[src/rtl/ovc_pkg.sv]
// ----------------------------------------------------------------------------
// ovc_pkg
// Shared types, codes and arithmetic helpers for the occupancy value colorizer.
// ----------------------------------------------------------------------------
package ovc_pkg;

   localparam int unsigned CSR_INDEX_WIDTH = 2;
   localparam int unsigned CSR_DATA_WIDTH  = 9;
   localparam int unsigned CHAN_WIDTH      = 8;

   typedef logic [CSR_INDEX_WIDTH-1:0] csr_index_type;

   localparam csr_index_type CSR_PALETTE_KIND    = 2'd0;
   localparam csr_index_type CSR_BINARY_MODE     = 2'd1;
   localparam csr_index_type CSR_SPLIT_THRESHOLD = 2'd2;

   typedef logic [1:0] palette_kind_type;

   localparam palette_kind_type PAL_MAP     = 2'd0;
   localparam palette_kind_type PAL_COSTMAP = 2'd1;
   localparam palette_kind_type PAL_RAW     = 2'd2;

   localparam logic [8:0] THRESHOLD_MAX   = 9'd256;
   localparam logic [8:0] THRESHOLD_RESET = 9'd100;

   localparam logic [7:0] OCC_LIMIT      = 8'd100;
   localparam logic [7:0] COST_RAMP_TOP  = 8'd98;
   localparam logic [7:0] COST_CYAN      = 8'd99;
   localparam logic [7:0] GREEN_TOP      = 8'd127;
   localparam logic [7:0] UPPER_RAMP_LOW = 8'd128;
   localparam logic [7:0] UPPER_RAMP_TOP = 8'd254;

   localparam logic [7:0] UNKNOWN_RED   = 8'h70;
   localparam logic [7:0] UNKNOWN_GREEN = 8'h89;
   localparam logic [7:0] UNKNOWN_BLUE  = 8'h86;

   typedef struct packed {
      palette_kind_type palette_kind;
      logic             binary_mode;
      logic [8:0]       split_threshold;
   } cfg_type;

   typedef struct packed {
      logic [CHAN_WIDTH-1:0] red;
      logic [CHAN_WIDTH-1:0] green;
      logic [CHAN_WIDTH-1:0] blue;
      logic [CHAN_WIDTH-1:0] opacity;
   } rgba_type;

   // floor(255 * v / 100) for v in 0..100, reciprocal 5243 / 2^19
   function automatic logic [7:0] scale_100(input logic [7:0] v);
      logic [15:0] x;
      logic [31:0] p;
      x = {v, 8'd0} - {8'd0, v};
      p = {16'd0, x} * 32'd5243;
      return p[26:19];
   endfunction

   // floor(255 * d / 126) for d in 0..126, reciprocal 33289 / 2^22
   function automatic logic [7:0] scale_126(input logic [6:0] d);
      logic [14:0] x;
      logic [31:0] p;
      x = {d, 8'd0} - {8'd0, d};
      p = {17'd0, x} * 32'd33289;
      return p[29:22];
   endfunction

endpackage

[src/rtl/ovc_csr.sv]
// ----------------------------------------------------------------------------
// ovc_csr
// Configuration registers: palette kind, binary mode and saturating threshold.
// ----------------------------------------------------------------------------
module ovc_csr (
   input  logic                                clock,
   input  logic                                reset,
   input  logic                                csr_write,
   input  ovc_pkg::csr_index_type              csr_index,
   input  logic [ovc_pkg::CSR_DATA_WIDTH-1:0]  csr_wdata,
   output ovc_pkg::cfg_type                    cfg
);

   ovc_pkg::cfg_type cfg_ff;
   ovc_pkg::cfg_type cfg_in;

   always_comb begin
      cfg_in = cfg_ff;
      if (csr_write) begin
         case (csr_index)
            ovc_pkg::CSR_PALETTE_KIND: cfg_in.palette_kind = csr_wdata[1:0];
            ovc_pkg::CSR_BINARY_MODE:  cfg_in.binary_mode  = csr_wdata[0];
            ovc_pkg::CSR_SPLIT_THRESHOLD: begin
               cfg_in.split_threshold = (csr_wdata > ovc_pkg::THRESHOLD_MAX) ?
                                        ovc_pkg::THRESHOLD_MAX : csr_wdata;
            end
            default: cfg_in = cfg_ff;
         endcase
      end
   end

   always_ff @(posedge clock) begin
      if (reset) begin
         cfg_ff.palette_kind    <= ovc_pkg::PAL_MAP;
         cfg_ff.binary_mode     <= 1'b0;
         cfg_ff.split_threshold <= ovc_pkg::THRESHOLD_RESET;
      end else begin
         cfg_ff <= cfg_in;
      end
   end

   assign cfg = cfg_ff;

endmodule

[src/rtl/ovc_color.sv]
// ----------------------------------------------------------------------------
// ovc_color
// Palette lookup: computes the RGBA color of one cell value.
// ----------------------------------------------------------------------------
module ovc_color (
   input  ovc_pkg::cfg_type  cfg,
   input  logic [7:0]        cell_value,
   output ovc_pkg::rgba_type color
);

   logic       below;
   logic [7:0] lower_ramp;
   logic [7:0] upper_ramp;
   logic [6:0] upper_offset;
   logic [7:0] upper_diff;

   ovc_pkg::rgba_type upper_color;

   assign below        = {1'b0, cell_value} < cfg.split_threshold;
   assign lower_ramp   = ovc_pkg::scale_100(cell_value);
   assign upper_diff   = cell_value - ovc_pkg::UPPER_RAMP_LOW;
   assign upper_offset = upper_diff[6:0];
   assign upper_ramp   = ovc_pkg::scale_126(upper_offset);

   always_comb begin
      if (cell_value <= ovc_pkg::GREEN_TOP) begin
         upper_color = '{8'd0, 8'd255, 8'd0, 8'd255};
      end else if (cell_value <= ovc_pkg::UPPER_RAMP_TOP) begin
         upper_color = '{8'd255, upper_ramp, 8'd0, 8'd255};
      end else begin
         upper_color = '{ovc_pkg::UNKNOWN_RED, ovc_pkg::UNKNOWN_GREEN,
                         ovc_pkg::UNKNOWN_BLUE, 8'd255};
      end
   end

   always_comb begin
      case (cfg.palette_kind)
         ovc_pkg::PAL_MAP: begin
            if (cell_value > ovc_pkg::OCC_LIMIT) begin
               color = upper_color;
            end else if (cfg.binary_mode) begin
               color = below ? '{8'd255, 8'd255, 8'd255, 8'd255} :
                               '{8'd0, 8'd0, 8'd0, 8'd255};
            end else begin
               color = '{~lower_ramp, ~lower_ramp, ~lower_ramp, 8'd255};
            end
         end
         ovc_pkg::PAL_COSTMAP: begin
            if (cell_value > ovc_pkg::OCC_LIMIT) begin
               color = upper_color;
            end else if (cfg.binary_mode) begin
               color = below ? '{8'd0, 8'd0, 8'd255, 8'd255} :
                               '{8'd255, 8'd0, 8'd0, 8'd255};
            end else if (cell_value == 8'd0) begin
               color = '{8'd0, 8'd0, 8'd0, 8'd0};
            end else if (cell_value <= ovc_pkg::COST_RAMP_TOP) begin
               color = '{lower_ramp, 8'd0, ~lower_ramp, 8'd255};
            end else if (cell_value == ovc_pkg::COST_CYAN) begin
               color = '{8'd0, 8'd255, 8'd255, 8'd255};
            end else begin
               color = '{8'd255, 8'd0, 8'd255, 8'd255};
            end
         end
         default: begin
            if (cfg.binary_mode) begin
               color = below ? '{8'd0, 8'd0, 8'd0, 8'd255} :
                               '{8'd255, 8'd255, 8'd255, 8'd255};
            end else begin
               color = '{cell_value, cell_value, cell_value, 8'd255};
            end
         end
      endcase
   end

endmodule

[src/rtl/occupancy_value_colorizer_top.sv]
// ----------------------------------------------------------------------------
// occupancy_value_colorizer_top
// Occupancy-grid cell byte to RGBA color, one word per cycle while the result side keeps up.
// ----------------------------------------------------------------------------
// Each cell word passes an input register, the palette logic and a result
// register. A color reaches the result ports when its cell moves on from the
// input register, which waits while the result side stalls. A new cell is taken
// every cycle while the result side keeps up. The two parallel constant-reciprocal
// multiplies in the palette logic set the cycle time.
// Write the configuration registers only while no cell is in flight.
module occupancy_value_colorizer_top (
   input  logic                                clock,
   input  logic                                reset,
   input  logic                                req_valid,
   output logic                                req_stall,
   input  logic [7:0]                          req_cell_value,
   output logic                                rsp_valid,
   input  logic                                rsp_stall,
   output logic [7:0]                          rsp_red,
   output logic [7:0]                          rsp_green,
   output logic [7:0]                          rsp_blue,
   output logic [7:0]                          rsp_opacity,
   input  logic                                csr_write,
   input  ovc_pkg::csr_index_type              csr_index,
   input  logic [ovc_pkg::CSR_DATA_WIDTH-1:0]  csr_wdata
);

   ovc_pkg::cfg_type  cfg;
   ovc_pkg::rgba_type color;
   ovc_pkg::rgba_type rsp_color_ff;

   logic       cell_valid_ff;
   logic [7:0] cell_value_ff;
   logic       rsp_valid_ff;
   logic       rsp_load;
   logic       req_take;

   ovc_csr u_csr (
      .clock     (clock),
      .reset     (reset),
      .csr_write (csr_write),
      .csr_index (csr_index),
      .csr_wdata (csr_wdata),
      .cfg       (cfg)
   );

   ovc_color u_color (
      .cfg        (cfg),
      .cell_value (cell_value_ff),
      .color      (color)
   );

   assign rsp_load  = !rsp_valid_ff || !rsp_stall;
   assign req_stall = cell_valid_ff && !rsp_load;
   assign req_take  = req_valid && !req_stall;

   always_ff @(posedge clock) begin
      if (reset) begin
         cell_valid_ff <= 1'b0;
         rsp_valid_ff  <= 1'b0;
      end else begin
         if (!req_stall) begin
            cell_valid_ff <= req_valid;
         end
         if (rsp_load) begin
            rsp_valid_ff <= cell_valid_ff;
         end
      end
   end

   always_ff @(posedge clock) begin
      if (req_take) begin
         cell_value_ff <= req_cell_value;
      end
      if (rsp_load && cell_valid_ff) begin
         rsp_color_ff <= color;
      end
   end

   assign rsp_valid   = rsp_valid_ff;
   assign rsp_red     = rsp_color_ff.red;
   assign rsp_green   = rsp_color_ff.green;
   assign rsp_blue    = rsp_color_ff.blue;
   assign rsp_opacity = rsp_color_ff.opacity;

   a_threshold_saturated: assert property (@(posedge clock) disable iff (reset)
      cfg.split_threshold <= ovc_pkg::THRESHOLD_MAX)
      else $error("split threshold above saturation limit");

   a_cell_advances: assert property (@(posedge clock) disable iff (reset)
      cell_valid_ff && rsp_load |=> rsp_valid_ff)
      else $error("accepted cell word lost before result register");

   a_stall_only_full: assert property (@(posedge clock) disable iff (reset)
      req_stall |-> cell_valid_ff && rsp_valid_ff && rsp_stall)
      else $error("input stalled while pipeline has room");

   a_transparent_costmap: assert property (@(posedge clock) disable iff (reset)
      rsp_valid_ff && rsp_color_ff.opacity == 8'd0 |->
         cfg.palette_kind == ovc_pkg::PAL_COSTMAP && !cfg.binary_mode)
      else $error("transparent color outside costmap ramp");

endmodule
[config.mk]
export PLATFORM = sky130hd
export DESIGN_NAME = occupancy_value_colorizer_top
export DESIGN_NICKNAME = d
export VERILOG_FILES = /design/src/rtl/ovc_pkg.sv /design/src/rtl/ovc_csr.sv /design/src/rtl/ovc_color.sv /design/src/rtl/occupancy_value_colorizer_top.sv
export SDC_FILE = /design/constraint.sdc
export NUM_CORES = 1
export LEC_CHECK = 0
export ABC_AREA = 1
export BUFFER_PORTS_ARGS = -buffer_cell sky130_fd_sc_hd__buf_4
export CORE_UTILIZATION = 69
export DETAILED_ROUTE_END_ITERATION = 7
export GPL_ROUTABILITY_DRIVEN = 1
export GPL_TIMING_DRIVEN = 0
export HOLD_SLACK_MARGIN = 0.08
export PLACE_DENSITY = 0.93
export SLEW_MARGIN = 0
export SYNTH_ARGS = -nofsm -noshare
export SYNTH_HDL_FRONTEND = slang
export SYNTH_SLANG_ARGS = --single-unit
[constraint.sdc]
create_clock -name clock -period 19.5 [get_ports clock]
set_input_delay 1.95 -clock clock [delete_from_list [all_inputs] [get_ports clock]]
set_output_delay 1.95 -clock clock [all_outputs]
set_load 0.05 [all_outputs]
==> results of run 1 <==
report_power, final:
group,internal (mW),leakage (nW),switching [mW]
Sequential,0.127,0.427,0.00545
Combinational,0.449,5.30,0.844
Clock,0.0604,0.0838,0.0367
routing by layer:
| layer | routed length [um] | share of wire [%] |
|---|---|---|
| met1 | 10100 | 41 |
| met2 | 11200 | 46 |
| met3 | 1990 | 8.2 |
| met4 | 1080 | 4.4 |
| met5 | 0 | 0 |
state kept, by name (all words and copies together) (netlist names):
register       cells
rsp_red            8
rsp_green          8
rsp_blue           8
cell_valid_ff      1
rsp_opacity        1
rsp_valid          1
u_csr.cfg         12
cell_value_ff      8
per-stage QoR:
step                power (mW)  cell area, sq um  hold WS (ps)  utilization [%]
floorplan                 1.06              9400           443                -
global placement          1.34             10000           457             75.8
detailed placement        1.39             10100           479             76.0
CTS                       1.50             10200           489             77.2
global route              1.70             10200           508             77.2
finish                    1.52             10200           501             77.2
logic make-up (layout without fill, tap and decap cells):
| kind of cell | after synthesis | after routing | share of synthesized area [%] |
|---|---|---|---|
| AO/OA/AOI/OAI | 142 | 142 | 8.79 |
| XOR/XNOR | 10 | 10 | 0.932 |
| adder cells (fa/ha/maj) | 270 | 270 | 42.3 |
| buffers and inverters | 305 | 370 | 12.7 |
| flip-flops | 47 | 47 | 13.5 |
| AND/OR/NAND/NOR | 460 | 460 | 21.7 |
area by class of cell:
class	instances	share of cell area [%]
clock buffer	5	1.22
buffer	17	1.05
clock inverter	3	0.428
timing repair buffer	57	4.26
multi-input combinational	882	67.8
sequential	47	12.4
tap	176	2.15
inverter	288	10.6
worst max-delay path, delay by kind of cell, from the launching register on:
kind                     cells  cell delay [ps]
flip-flops                   1              790
buffers and inverters        7              670
adder cells (fa/ha/maj)      7             3220
AO/OA/AOI/OAI                2             1080
AND/OR/NAND/NOR             15             1750
synthesized netlist by cell type (4+ instances only):
library cell / count / area share (%)
a21o_1: 9 / 0.72
o21bai_1: 9 / 0.72
nor2_2: 5 / 0.33
dfxtp_1: 14 / 3.0
nor2_1: 71 / 2.8
edfxtp_1: 33 / 11
nand3_1: 76 / 4.0
inv_1: 281 / 11
o21a_1: 4 / 0.32
a21oi_1: 57 / 3.0
nand2_1: 249 / 9.9
o21ai_1: 5 / 0.27
buf_4: 7 / 0.56
nand4_1: 21 / 1.4
o21ai_0: 38 / 2.0
clkbuf_1: 5 / 0.20
fa_1: 80 / 17
xor2_1: 7 / 0.65
inv_2: 5 / 0.20
o21ai_2: 4 / 0.37
nor3_1: 11 / 0.59
ha_1: 190 / 25
how the worst min path moves through the flow:
stage | end | start | slack, ps
3_3_place_gp | u_csr.cfg[3] | u_csr.cfg[3] | 460
6_report | u_csr.cfg[7] | u_csr.cfg[7] | 500
5_1_grt | u_csr.cfg[7] | u_csr.cfg[7] | 510
4_1_cts | u_csr.cfg[7] | u_csr.cfg[7] | 490
3_5_place_dp | u_csr.cfg[7] | u_csr.cfg[7] | 480
2_1_floorplan | u_csr.cfg[1] | u_csr.cfg[1] | 440
==> results.sh, run 1 <==
export IMPL_status="finished with violations"
export IMPL_violations="DRC"
export IMPL_clk_latency_ps=290
export IMPL_cpMostUsedCell="nand2_1"
export IMPL_dp_cells=1467
export IMPL_drt_total_wl_um=24400
export IMPL_synth_cell_types=54
export IMPL_peakVddDrop_v=0.0000973
export IMPL_ys_ff_latch=47
export IMPL_final_cells=1475
export IMPL_syn_area_per_cell_sq_um=7.62
export IMPL_mostFrequentLayoutCells="281 x inv_1, 249 x nand2_1, 190 x ha_1"
export IMPL_nNetsFinal=1592
export IMPL_syn_to_final_growth_pct=8.81
export IMPL_core_sq_mm=0.0132
export IMPL_post_dp_hpwl_um=21000
export IMPL_period_share_pct=39.7
export IMPL_layout_drive_gt1_share_pct=8.55
export IMPL_detail_route_antenna_nets=0
export IMPL_grt_busiest_layer="met2"
export IMPL_cts_resized=0
export IMPL_cts_root_buffer="clkbuf_16"
export IMPL_critPathArrivalTime_ps=7780
export IMPL_fillCellCount=939
export IMPL_drt_iter0_markers=869
export IMPL_place_congestion=1.01
export IMPL_seqCellArea_sq_mm=0.00127
export IMPL_slew_viol_final=0
export IMPL_ys_seq_area_share_pct=13.5
export IMPL_r2r_end="rsp_blue[3]"
export IMPL_cts_tree="done"
export IMPL_initial_utilization_pct=71.0
export IMPL_die_h_um=119
export IMPL_synth_edff_count=33
export IMPL_numCtsBuffers=5
export IMPL_cts_sinks=47
export IMPL_antenna_found_initial=0
export IMPL_slowest_delay_ps=860
export IMPL_use_met1_pct=47.2
export IMPL_final_hold_violation_count=0
export IMPL_worst_clock_skew_ps=7.57
export IMPL_synth_top_flop_cell="edfxtp_1"
export IMPL_multi_input_area_sq_mm=0.00694
export IMPL_io_buffers=56
export IMPL_synth_warnings=0
export IMPL_overflow=0
export IMPL_antenna_cells=0
export IMPL_cts_setup_buffers=0
export IMPL_critPathSlowestCell="o21ai_0"
export IMPL_hold_depth=2
export IMPL_gr_usage_all_layers_pct=36.7
export IMPL_reg2reg_slack_ps=11750
export IMPL_max_slew_worst_pin_slew_ps=1280
export IMPL_place_ws_ps=11910
export IMPL_crit_type="flop to flop"
export IMPL_setup_ws_ps=11750
export IMPL_r2r_start="cell_value_ff[0]"
export IMPL_met3_usage_pct=6.76
export IMPL_final_common_cell="inv_1"
export IMPL_tns_ps=0
export IMPL_vias_per_cell=5.79
export IMPL_die_area_sq_mm=0.0141
export IMPL_io_pins=58
export IMPL_drt_pass1_iter_count=8
export IMPL_grt_pass1_vias=8678
export IMPL_min_period_ps=7750
export IMPL_hp_class="flop to flop"
export IMPL_drcViolationCount=1
export IMPL_maxSlewHeadroom_pct=14.3
export IMPL_max_freq_mhz=129
export IMPL_crit_path_start_kind="flop"
export IMPL_syn_num_nets=1528
export IMPL_synth_cells=1234
export IMPL_cts_hold_buf=0
export IMPL_grt_pass1_wl_um=40900
export IMPL_use_met2_pct=60.1
export IMPL_critPathLaunch="cell_value_ff[0]"
export IMPL_std_cell_rows=42
export IMPL_grt_max_degree=21
export IMPL_powerDensity_mw_per_mm2=149
export IMPL_htreeDepth=2
export IMPL_async_reset_ff_share_pct=0
export IMPL_vias=8539
export IMPL_path_clk_slew_ps=60
export IMPL_endpoint="rsp_blue[3]"
export IMPL_p_leak_nw=5.81
export IMPL_cp_required_ps=19520
export IMPL_maxCapViolCount=0
export IMPL_rsz0062_at_grt="no"
export IMPL_wl_per_cell_um=16.5
export IMPL_die_x_um=119
export IMPL_reg2reg_depth=31
export IMPL_setup_violations_final=0
export IMPL_cp_max_fo=12
export IMPL_synthesis_area_sq_mm=0.00940
export IMPL_cts_buffer_depth=2
export IMPL_worstSetupEndpointType="flop"
Power figures use the tool's default switching activity.
==> inputs of run 2 (changes only) <==
--- a/config.mk
+++ b/config.mk
@@ -7,12 +7,12 @@
 export LEC_CHECK = 0
 export ABC_AREA = 1
 export BUFFER_PORTS_ARGS = -buffer_cell sky130_fd_sc_hd__buf_4
-export CORE_UTILIZATION = 69
+export CORE_UTILIZATION = 64
 export DETAILED_ROUTE_END_ITERATION = 7
 export GPL_ROUTABILITY_DRIVEN = 1
 export GPL_TIMING_DRIVEN = 0
 export HOLD_SLACK_MARGIN = 0.08
-export PLACE_DENSITY = 0.93
+export PLACE_DENSITY = 0.87
 export SLEW_MARGIN = 0
 export SYNTH_ARGS = -nofsm -noshare
 export SYNTH_HDL_FRONTEND = slang
==> constraint.sdc (replaced) <==
create_clock -name clock -period 7.93 [get_ports clock]
set_input_delay 0.793 -clock clock [delete_from_list [all_inputs] [get_ports clock]]
set_output_delay 0.793 -clock clock [all_outputs]
set_load 0.05 [all_outputs]
==> run 2 against run 1 <==
- the flow now finishes without violations
- highest routed layer unchanged
- worst hold slack got worse by 23 ps
- clock power grew 120%
- final cell count increased by 0.41%
- register-to-register slack got worse by 11000 ps
- wire length decreased by 3.1%
- first-iteration DRC count decreased by 6.2%
- critical path type unchanged
- largest cell class unchanged
- setup slack worse by 11000 ps
- non-clock buffer count grew 2
- die area increased by 7.7%
==> results.sh, run 2 (synthesized netlist as in run 1, its figures left out) <==
export IMPL_p_leak_nw=5.81
export IMPL_slowest_delay_ps=600
export IMPL_reg2reg_slack_ps=640
export IMPL_crit_path_start_kind="flop"
export IMPL_cts_buffer_depth=2
export IMPL_r2r_start="cell_value_ff[1]"
export IMPL_nNetsFinal=1594
export IMPL_fillCellCount=1064
export IMPL_die_x_um=123
export IMPL_drt_total_wl_um=23600
export IMPL_die_area_sq_mm=0.0152
export IMPL_reg2reg_depth=33
export IMPL_grt_pass1_vias=8272
export IMPL_slew_viol_final=0
export IMPL_hold_start="u_csr.cfg[7]"
export IMPL_detail_route_antenna_nets=0
export IMPL_initial_utilization_pct=66.7
export IMPL_critPathSlowestCell="edfxtp_1"
export IMPL_maxCapViolCount=0
export IMPL_peakVddDrop_v=0.000317
export IMPL_drt_pass1_iter_count=8
export IMPL_path_clk_slew_ps=60
export IMPL_mostFrequentLayoutCells="281 x inv_1, 249 x nand2_1, 190 x ha_1"
export IMPL_vias=8391
export IMPL_hp_class="flop to flop"
export IMPL_final_common_cell="inv_1"
export IMPL_seqCellArea_sq_mm=0.00127
export IMPL_worst_clock_skew_ps=9.02
export IMPL_cts_hold_buf=0
export IMPL_post_dp_hpwl_um=20100
export IMPL_largest_register="u_csr.cfg"
export IMPL_drt_iter0_markers=815
export IMPL_cpMostUsedCell="inv_1"
export IMPL_layout_drive_gt1_share_pct=8.61
export IMPL_wl_per_cell_um=15.9
export IMPL_status="finished clean"
export IMPL_drcViolationCount=0
export IMPL_clk_latency_ps=300
export IMPL_worstSetupEndpointType="flop"
export IMPL_io_buffers=56
export IMPL_cts_tree="done"
export IMPL_gr_usage_all_layers_pct=33.1
export IMPL_min_period_ps=7290
export IMPL_final_hold_violation_count=0
export IMPL_setup_violations_final=0
export IMPL_multi_input_area_sq_mm=0.00694
export IMPL_period_share_pct=92.0
export IMPL_tns_ps=0
export IMPL_min_to="u_csr.cfg[7]"
export IMPL_grt_pass1_wl_um=38700
export IMPL_largest_reg_flops=12
export IMPL_antenna_found_initial=0
export IMPL_max_slew_worst_pin_slew_ps=1210
export IMPL_critPathArrivalTime_ps=7320
export IMPL_maxSlewHeadroom_pct=18.6
export IMPL_grt_max_degree=21
export IMPL_max_freq_mhz=137
export IMPL_cts_sinks=47
export IMPL_powerDensity_mw_per_mm2=356
export IMPL_cp_required_ps=7950
export IMPL_io_pins=58
export IMPL_overflow=0
export IMPL_vias_per_cell=5.67
export IMPL_rsz0062_at_grt="no"
export IMPL_core_sq_mm=0.0141
export IMPL_place_congestion=1.00
export IMPL_cp_max_fo=10
export IMPL_hold_depth=2
export IMPL_cts_root_buffer="clkbuf_16"
export IMPL_std_cell_rows=43
export IMPL_final_util_pct=72.5
export IMPL_crit_type="flop to flop"
export IMPL_numCtsBuffers=5
export IMPL_die_h_um=123
export IMPL_antenna_cells=0
export IMPL_syn_to_final_growth_pct=8.77
export IMPL_r2r_end="rsp_blue[4]"
export IMPL_htreeDepth=2
-- run 2: cell count changes in the layout (fill, tap and decap cells not counted), sizes merged --
| cell | change |
|---|---|
| buf | +2 |
| bufinv | -1 |
| clkinvlp | +1 |
-- run 2: layout make-up --
| class | instances | area share, % |
|---|---|---|
| Sequential cell | 47 | 12.4 |
| Inverter | 288 | 10.6 |
| Buffer | 17 | 1.05 |
| Clock inverter | 3 | 0.196 |
| Clock buffer | 5 | 1.22 |
| Multi-Input combinational cell | 882 | 67.8 |
| Tap cell | 180 | 2.20 |
| Timing Repair Buffer | 59 | 4.41 |
-- run 2: per-layer routing --
layer	vias to the layer above	routed length [um]	global-route usage, %
li1	4086	-	-
met1	3825	9850	43.2
met2	404	11100	55.3
met3	76	1930	5.40
met4	0	746	11.6
met5	-	0	0
-- run 2: how the worst max path moves through the flow --
| stage | to | cells past startpoint | startpoint |
|---|---|---|---|
| final | rsp_blue[4] | 33 | cell_value_ff[1] |
| after detailed placement | rsp_red[3] | 33 | cell_value_ff[0] |
| after global routing | rsp_red[3] | 33 | cell_value_ff[1] |
| after global placement | rsp_red[3] | 31 | cell_value_ff[0] |
| after floorplan | rsp_red[3] | 33 | cell_value_ff[0] |
| after CTS | rsp_red[3] | 31 | cell_value_ff[0] |
-- run 2: worst max-delay path: cells and delay by family (launching register included) --
kind	cells	cell delay [ps]
adder cells (fa/ha/maj)	7	2890
AND/OR/NAND/NOR	13	1790
flip-flops	1	600
buffers and inverters	10	1000
AO/OA/AOI/OAI	3	730
-- run 2: report_power, final --
part	switching (mW)	internal [mW]	leakage [nW]
sequential	0.0137	0.312	0.427
combinational	2.02	1.09	5.31
clock	0.0944	0.116	0.0674
-- run 2: timing repair --
item | in CTS | in global routing
setup endpoints to repair | 0 | 8
resized for setup | 0 | 1
setup buffers | 0 | 2
-- run 2: through the flow --
step           power (mW)  hold WS, ps  instance area (sq um)  setup slack (ps)  instances
2_1_floorplan        2.61          443                   9400              1760       1234
3_5_place_dp         3.37          465                  10100               359       1471
5_1_grt              4.09          508                  10200               133       1481
4_1_cts              3.59          475                  10200               325       1479
6_report             3.64          478                  10200               635       1481
3_3_place_gp         3.28          458                  10000               467       1470
==> inputs of run 3 (changes only) <==
--- a/config.mk
+++ b/config.mk
@@ -12,7 +12,7 @@
 export GPL_ROUTABILITY_DRIVEN = 1
 export GPL_TIMING_DRIVEN = 0
 export HOLD_SLACK_MARGIN = 0.08
-export PLACE_DENSITY = 0.87
+export PLACE_DENSITY = 0.93
 export SLEW_MARGIN = 0
 export SYNTH_ARGS = -nofsm -noshare
 export SYNTH_HDL_FRONTEND = slang
==> run 3 against run 2 <==
- the run now ends with DRC left
- clock skew rose by 1.0 ps
- critical path depth did not move
- global-route usage rose by 2.6 points
- first-iteration DRC count rose by 16%
- worst hold slack improved by 0.54 ps
- setup slack improved by 14 ps
- sequential cell count did not move
- utilization rose by 0.13 points
- count of clock-buffer cells in the layout did not move
- design area rose by 0.18%
- critical path type unchanged
- highest routed layer unchanged
==> results.sh, run 3 (synthesized netlist as in run 1, its figures left out) <==
export IMPL_io_pins=58
export IMPL_cts_root_buffer="clkbuf_16"
export IMPL_slew_viol_final=0
export IMPL_r2r_start="cell_value_ff[1]"
export IMPL_overflow=0
export IMPL_vias_per_cell=5.89
export IMPL_max_slew_worst_pin_slew_ps=1240
export IMPL_die_x_um=123
export IMPL_hold_depth=2
export IMPL_htreeDepth=2
export IMPL_nNetsFinal=1593
export IMPL_cts_tree="done"
export IMPL_layout_drive_gt1_share_pct=8.62
export IMPL_final_hold_violation_count=0
export IMPL_place_congestion=0.981
export IMPL_hp_class="flop to flop"
export IMPL_drt_total_wl_um=25500
export IMPL_fin_area_sq_mm=0.0102
export IMPL_min_period_ps=7280
export IMPL_critPathArrivalTime_ps=7300
export IMPL_drt_iter0_markers=942
export IMPL_grt_pass1_vias=8959
export IMPL_worstSetupEndpointType="flop"
export IMPL_io_buffers=56
export IMPL_post_dp_cell_area_sq_mm=0.0101
export IMPL_cts_buffer_depth=2
export IMPL_reg2reg_slack_ps=650
export IMPL_largest_register="u_csr.cfg"
export IMPL_period_share_pct=91.8
export IMPL_power_mw=3.78
export IMPL_vias=8717
export IMPL_grt_pass1_wl_um=41700
export IMPL_drcViolationCount=1
export IMPL_min_to="u_csr.cfg[7]"
export IMPL_slowest_delay_ps=600
export IMPL_numCtsBuffers=5
export IMPL_p_leak_nw=5.81
export IMPL_reg2reg_depth=33
export IMPL_worst_clock_skew_ps=10.0
export IMPL_status="finished with violations"
export IMPL_hold_start="u_csr.cfg[7]"
export IMPL_final_common_cell="inv_1"
export IMPL_antenna_found_initial=0
export IMPL_post_dp_hpwl_um=21300
export IMPL_die_h_um=123
export IMPL_crit_path_start_kind="flop"
export IMPL_setup_ws_ps=649
export IMPL_setup_violations_final=0
export IMPL_max_freq_mhz=137
export IMPL_cp_required_ps=7950
export IMPL_detail_route_antenna_nets=0
export IMPL_powerDensity_mw_per_mm2=369
export IMPL_clk_latency_ps=300
export IMPL_gr_usage_all_layers_pct=35.6
export IMPL_grt_max_degree=22
export IMPL_core_sq_mm=0.0141
export IMPL_rsz0062_at_grt="no"
export IMPL_initial_utilization_pct=66.7
export IMPL_maxCapViolCount=0
export IMPL_drt_pass1_iter_count=8
export IMPL_cts_sinks=47
export IMPL_wl_per_cell_um=17.3
export IMPL_path_buf_inv=10
export IMPL_critPathSlowestCell="edfxtp_1"
export IMPL_place_ws_ps=466
export IMPL_cp_max_fo=10
export IMPL_syn_to_final_growth_pct=8.97
export IMPL_tns_ps=0
export IMPL_maxSlewHeadroom_pct=16.5
export IMPL_final_util_pct=72.7
export IMPL_mostFrequentLayoutCells="281 x inv_1, 249 x nand2_1, 190 x ha_1"
export IMPL_r2r_end="rsp_blue[4]"
export IMPL_peakVddDrop_v=0.000217
export IMPL_violations="DRC"
export IMPL_largest_reg_flops=12
export IMPL_die_area_sq_mm=0.0152
export IMPL_std_cell_rows=43
export IMPL_path_clk_slew_ps=70
export IMPL_path_delay_family="adder cells"
export IMPL_crit_type="flop to flop"
export IMPL_cpMostUsedCell="inv_1"
export IMPL_antenna_cells=0
run 3: changes by cell type in the layout (fill, tap and decap cells not counted), sizes merged:
| cell | delta |
|---|---|
| bufinv | +1 |
| clkinv | -2 |
| inv | +1 |
| buf | -1 |
run 3: power breakdown:
part           internal [mW]  total, mW  switching [mW]
clock                  0.150      0.254           0.104
sequential             0.312      0.325          0.0130
combinational           1.11       3.20            2.08
run 3: worst reg2reg max path: cells and delay by family, from the launching register on:
kind | cells | cell delay, ps
AO/OA/AOI/OAI | 4 | 970
buffers and inverters | 10 | 1010
adder cells (fa/ha/maj) | 7 | 2960
flip-flops | 1 | 600
AND/OR/NAND/NOR | 12 | 1460
run 3: how the worst max path moves through the flow:
stage | from | endpoint | slack [ps] | depth (start not counted)
6_report | cell_value_ff[1] | rsp_blue[4] | 650 | 33
5_1_grt | cell_value_ff[1] | rsp_green[1] | 220 | 35
4_1_cts | cell_value_ff[0] | rsp_blue[4] | 430 | 31
3_5_place_dp | cell_value_ff[0] | rsp_blue[4] | 470 | 31
3_3_place_gp | cell_value_ff[0] | rsp_green[3] | 630 | 31
2_1_floorplan | cell_value_ff[0] | rsp_red[3] | 1760 | 33
run 3: timing repair:
action,in CTS,in global routing
resized for setup,0,1
buffers inserted,0,1
hold buffers,0,0
setup endpoints to repair,0,14
run 3: routing by layer:
metal,track usage (%),vias up,part of all wire [%],wire [um]
li1,-,4069,-,-
met1,41.8,3979,38,9660
met2,61.5,536,48,12300
met3,7.15,133,8.7,2230
met4,18.4,0,5.2,1330
met5,0,-,0,0
run 3: metrics by stage:
stage               cells  hold slack, ps
floorplan            1234             443
global placement     1470             456
detailed placement   1471             464
CTS                  1479             473
global route         1480             513
finish               1480             479
run 3: area by class of cell:
type	instances	area (sq um)
tap	180	225
multi-input combinational	882	6940
clock buffer	5	125
sequential	47	1270
timing repair buffer	58	443
inverter	288	1090
buffer	17	108
clock inverter	3	46.3
fill	1001	3850
